### config.mk
export PLATFORM = sky130hd
export DESIGN_NAME = gga_in_stage_flat
export DESIGN_NICKNAME = d
export VERILOG_FILES = /design/src/gga_pkg.sv /design/src/gga_if.sv /design/src/gga_in_stage.sv /design/src/flat_wrapper.sv
export SDC_FILE = /design/constraint.sdc
export NUM_CORES = 1
export LEC_CHECK = 0
export BUFFER_PORTS_ARGS = -buffer_cell sky130_fd_sc_hd__buf_2
export CAP_MARGIN = 20
export CORE_MARGIN = 8
export CORE_UTILIZATION = 45
export CTS_CLUSTER_DIAMETER = 150
export DETAILED_ROUTE_END_ITERATION = 8
export GPL_TIMING_DRIVEN = 0
export HOLD_SLACK_MARGIN = 0.03
export PLACE_DENSITY = 0.83
export SLEW_MARGIN = 10
export SYNTH_ARGS = -nofsm -noshare
export SYNTH_HDL_FRONTEND = slang
export SYNTH_SLANG_ARGS = --single-unit
export TNS_END_PERCENT = 1
### constraint.sdc
create_clock -name i_clk -period 4.9 [get_ports i_clk]
set_input_delay 0.49 -clock i_clk [delete_from_list [all_inputs] [get_ports i_clk]]
set_output_delay 0.49 -clock i_clk [all_outputs]
set_load 0.05 [all_outputs]
### src/gga_pkg.sv
// Shared types, constants and bit-order helpers for the GHASH accumulator.
package gga_pkg;

    localparam int BLK_W     = 128;
    localparam int HALF_W    = 64;
    localparam int VB_W      = 5;
    localparam int NUM_BYTES = 16;
    localparam int CFG_IDX_W = 1;

    localparam logic [CFG_IDX_W-1:0] REG_KEY_HI = 1'b0;
    localparam logic [CFG_IDX_W-1:0] REG_KEY_LO = 1'b1;

    typedef logic [BLK_W-1:0] t_u128;

    // Registered text block as it leaves the input stage.
    typedef struct packed {
        t_u128 data;
        logic  upd;
        logic  last;
    } t_blk;

    // GCM numbers bit 0 as the top bit; polynomial math wants it as bit 0.
    function automatic t_u128 rev128(input t_u128 v);
        t_u128 r;
        for (int i = 0; i < BLK_W; i++) begin
            r[i] = v[BLK_W-1-i];
        end
        return r;
    endfunction

endpackage

### src/gga_if.sv
// Valid/ready channel interfaces for text blocks and tags.
interface gga_in_if
    import gga_pkg::*;
();
    logic              valid;
    logic              ready;
    logic [HALF_W-1:0] data_hi;
    logic [HALF_W-1:0] data_lo;
    logic [VB_W-1:0]   valid_bytes;
    logic              last;

    modport source (output valid, data_hi, data_lo, valid_bytes, last, input ready);
    modport sink   (input valid, data_hi, data_lo, valid_bytes, last, output ready);
endinterface


### src/gga_in_stage.sv
// Input register: masks padding bytes and holds one text block transaction.
module gga_in_stage
    import gga_pkg::*;
(
    input  logic        i_clk,
    input  logic        i_rst_n,
    gga_in_if.sink      i_blk,
    input  logic        i_take,
    output logic        o_valid,
    output t_blk        o_blk
);

    logic  r_valid;
    t_blk  r_blk;
    t_blk  n_blk;
    t_u128 w_raw;
    logic  w_acc;

    assign w_raw       = {i_blk.data_hi, i_blk.data_lo};
    assign i_blk.ready = !r_valid || i_take;
    assign w_acc       = i_blk.valid && i_blk.ready;

    // Byte k is kept when it lies below the valid count; counts above 16 keep all.
    always_comb begin
        for (int k = 0; k < NUM_BYTES; k++) begin
            n_blk.data[BLK_W-1-8*k -: 8] =
                (i_blk.valid_bytes > VB_W'(k)) ? w_raw[BLK_W-1-8*k -: 8] : 8'h00;
        end
        n_blk.upd  = (i_blk.valid_bytes != '0);
        n_blk.last = i_blk.last;
    end

    always_ff @(posedge i_clk) begin
        if (!i_rst_n) begin
            r_valid <= 1'b0;
        end else if (w_acc) begin
            r_valid <= 1'b1;
        end else if (i_take) begin
            r_valid <= 1'b0;
        end
        if (w_acc) begin
            r_blk <= n_blk;
        end
    end

    assign o_valid = r_valid;
    assign o_blk   = r_blk;

endmodule

### src/flat_wrapper.sv
// flat-port wrapper written by rule: the top's interface ports become plain ports
module gga_in_stage_flat import gga_pkg::*;
  (i_clk, i_rst_n, i_take, o_valid, o_blk, i_blk_valid, i_blk_data_hi, i_blk_data_lo, i_blk_valid_bytes, i_blk_last, i_blk_ready);
  gga_in_if i_blk_i ();
  input  logic i_clk;
  input  logic i_rst_n;
  input  logic i_take;
  output logic o_valid;
  output t_blk o_blk;
  input wire logic [$bits(i_blk_i.valid)-1:0] i_blk_valid;
  input wire logic [$bits(i_blk_i.data_hi)-1:0] i_blk_data_hi;
  input wire logic [$bits(i_blk_i.data_lo)-1:0] i_blk_data_lo;
  input wire logic [$bits(i_blk_i.valid_bytes)-1:0] i_blk_valid_bytes;
  input wire logic [$bits(i_blk_i.last)-1:0] i_blk_last;
  output wire logic [$bits(i_blk_i.ready)-1:0] i_blk_ready;
  assign i_blk_i.valid = i_blk_valid;
  assign i_blk_i.data_hi = i_blk_data_hi;
  assign i_blk_i.data_lo = i_blk_data_lo;
  assign i_blk_i.valid_bytes = i_blk_valid_bytes;
  assign i_blk_i.last = i_blk_last;
  assign i_blk_ready = i_blk_i.ready;
  gga_in_stage u_core (.i_clk(i_clk), .i_rst_n(i_rst_n), .i_blk(i_blk_i), .i_take(i_take), .o_valid(o_valid), .o_blk(o_blk));
endmodule
==> impl_results.md <==
- Maximum clock rate: 0.584 GHz
- Final #Nets: 719
- Die height: 122 um
- Max Cap Viol: 0
- Final setup violation count: 0
- Setup crit start kind: flop
- Post-Layout Cell Count: 734
- RR Startpoint: u_core.o_valid$_SDFFE_PN0P_
- Post-synth ARST share: 0%
- Placement Rows: 38
- Reg area: 3920 um^2
- Status: finished, final reports clean
- Chip width: 122 um
- Total grt overflow: 0
- Synth warnings: 0
- Largest net degree at the start of global routing: 61
- CP max FO: 60
- Final Power: 3110 uW
- Post-synth EDFFs: 130
- Detailed placement HPWL: 10,700 um
- Clock Path Buffers: 2
- GR Util All Layers: 18.1%
- Finished Cell Area: 7190 um^2
- Syn avg cell area: 17.3 um^2
- Number of global-route vias before repair: 3,867
- Sequential area share after synthesis: 78.0%
- Crit. Startpoint: u_core.o_valid$_SDFFE_PN0P_
- Lkg Pwr: 0.00314 uW
- WP data required: 5080 ps
- Post-Syn Area: 5030 um^2
- Routed Wire Length: 13,600 um
- Via density: 4.82
- Part of the cycle the worst path needs: 34.9%
- Die area: 14,800 um^2
- Post_cts resized: 0
- Post-route DRC violation count: 0
- Initial antenna violation count: 0
- Post-CTS setup buffers: 0
- Final slew viol count: 0
- Clock slew at reported path FFs: 60 ps
- HP Class: in2reg
- Syn nets: 429
- Vias after detailed routing: 3,536
- Hold buffer count at cts: 0
- Cell variety after synth: 28
- PD cells: 432 nW/um^2
- Initial Utilization: 46.2%
- Core area: 10,900 um^2
- First-pass DRT Iterations: 4
- RSZ-0062 raised after global routing: no
- Worst vdd ir: 0.000244 V
- Worst-Skew Late Latency: 510 ps
- CTS tree: built
- Wire per inst: 18.5 um
- Critical Path AT: 1890 ps
- Slew margin rel.: 47.5%
- Min-delay src: i_blk_last
- First-pass GRT wire length: 20,300 um
- Period minus WS final: 1710 ps
- Clock skew: 6.40 ps
- Yosys reg bits: 131
- Routability-driven placement congestion ratio: 0.748
- Layout cells sized above 1: 53.0%
- Root Buffer Master: clkbuf_8
- Dpl cell area: 6610 um^2
- Total CTS buffers: 17
- Ys flop type: edfxtp_1
- I/O pins: 270
- DR iter-0 viols: 289
- CP endpoint kind: flop
- Antenna Nets Post-Route: 0
- Syn Inst Count: 291
- Final Hold Viols: 0
- Kind of critical path: reg2reg
- CTS H-tree depth: 4
- Worst-margin pin slew: 779 ps
- Cells after DPL: 702
- FILL cells: 791
- Port Buf Inserts: 269
- CTS Sinks: 131
- Area of the multi-input gates: 1030 um^2
- Syn-to-layout area delta: 43.1%
-- logic make-up after synthesis --
group	after synthesis	synth area share, %
AO/OA/AOI/OAI	43	7.02
AND/OR/NAND/NOR	104	13.4
flip-flops	131	78.0
buffers and inverters	13	1.57
-- through the flow --
step / hold WS [ps] / setup slack (ps) / TNS, ps / util (%)
after global routing: 121 / 3080 / 0 / 66.1
after global placement: 506 / -180 / -22310 / 60.1
after detailed placement: 539 / 2890 / 0 / 60.7
after floorplan: 589 / 369 / 0 / -
after CTS: 121 / 3180 / 0 / 66.1
final: 152 / 3190 / 0 / 66.1
-- cell usage after synthesis (2+ instances only) --
library cell	instances	area, um^2
edfxtp_1	130	3900
nor2b_1	59	369
a21boi_0	33	248
and2_1	17	106
and3_1	16	100
and2b_1	5	37.5
buf_2	4	20.0
buf_6	3	33.8
inv_1	3	11.3
clkbuf_2	2	10.0
o21ai_0	2	10.0
-- critical path, stage by stage (launching register included) --
cell and delay [ps]:
dfxtp_1 310, nand2b_1 100, and2_4 310, buf_16 300
buf_16 300
-- final cells by class --
| type | count | area share [%] |
|---|---|---|
| diodes | 1 | 0.0348 |
| plain buffers | 10 | 0.939 |
| clock buffers | 19 | 5.86 |
| clock inverters | 12 | 2.28 |
| inverters | 3 | 0.157 |
| multi-input cells | 147 | 14.3 |
| flip-flops and latches | 131 | 54.5 |
| well taps | 140 | 2.43 |
| repair buffers | 271 | 19.5 |
-- per-layer routing --
layer	vias up	wire (um)	GRT usage, %
met1	1691	4710	18.3
met5	-	0	0
met3	15	1470	8.84
met4	0	177	6.32
met2	168	7210	31.8
li1	1662	-	-
-- cell usage in the layout, fill, tap and decap left out, types with 2 or more instances in the layout --
| cell type | count |
|---|---|
| clkbuf_16 | 16 |
| edfxtp_1 | 130 |
| buf_2 | 273 |
| buf_16 | 2 |
| clkbuf_2 | 2 |
| clkinv_1 | 2 |
| and3_1 | 16 |
| o21ai_0 | 2 |
| inv_1 | 3 |
| clkinv_2 | 4 |
| and2b_1 | 5 |
| buf_6 | 3 |
| and2_1 | 16 |
| nor2b_1 | 59 |
| bufinv_16 | 4 |
| a21boi_0 | 33 |
| clkbuf_1 | 3 |
-- registers in the layout (all words and copies together), names as in the netlist --
name and count:
u_core.o_blk 130, u_core.o_valid 1
-- where the power goes --
part / switching (uW) / internal [uW]
Clock: 441 / 816
Sequential: 18.2 / 1330
Combinational: 375 / 130
Total: 834 / 2270
-- path summary, 6_finish.rpt --
check                                        end  slack (ps)  cells after the start
hold / removal         u_core.o_blk[0]$_DFFE_PP_         150                      1
setup / recovery  u_core.o_blk[10]$_SDFFCE_PP0P_        3190                      4
hold reg to reg      u_core.o_valid$_SDFFE_PN0P_         540                      2
setup reg to reg  u_core.o_blk[10]$_SDFFCE_PP0P_        3190                      4
Power figures use the tool's default switching activity.
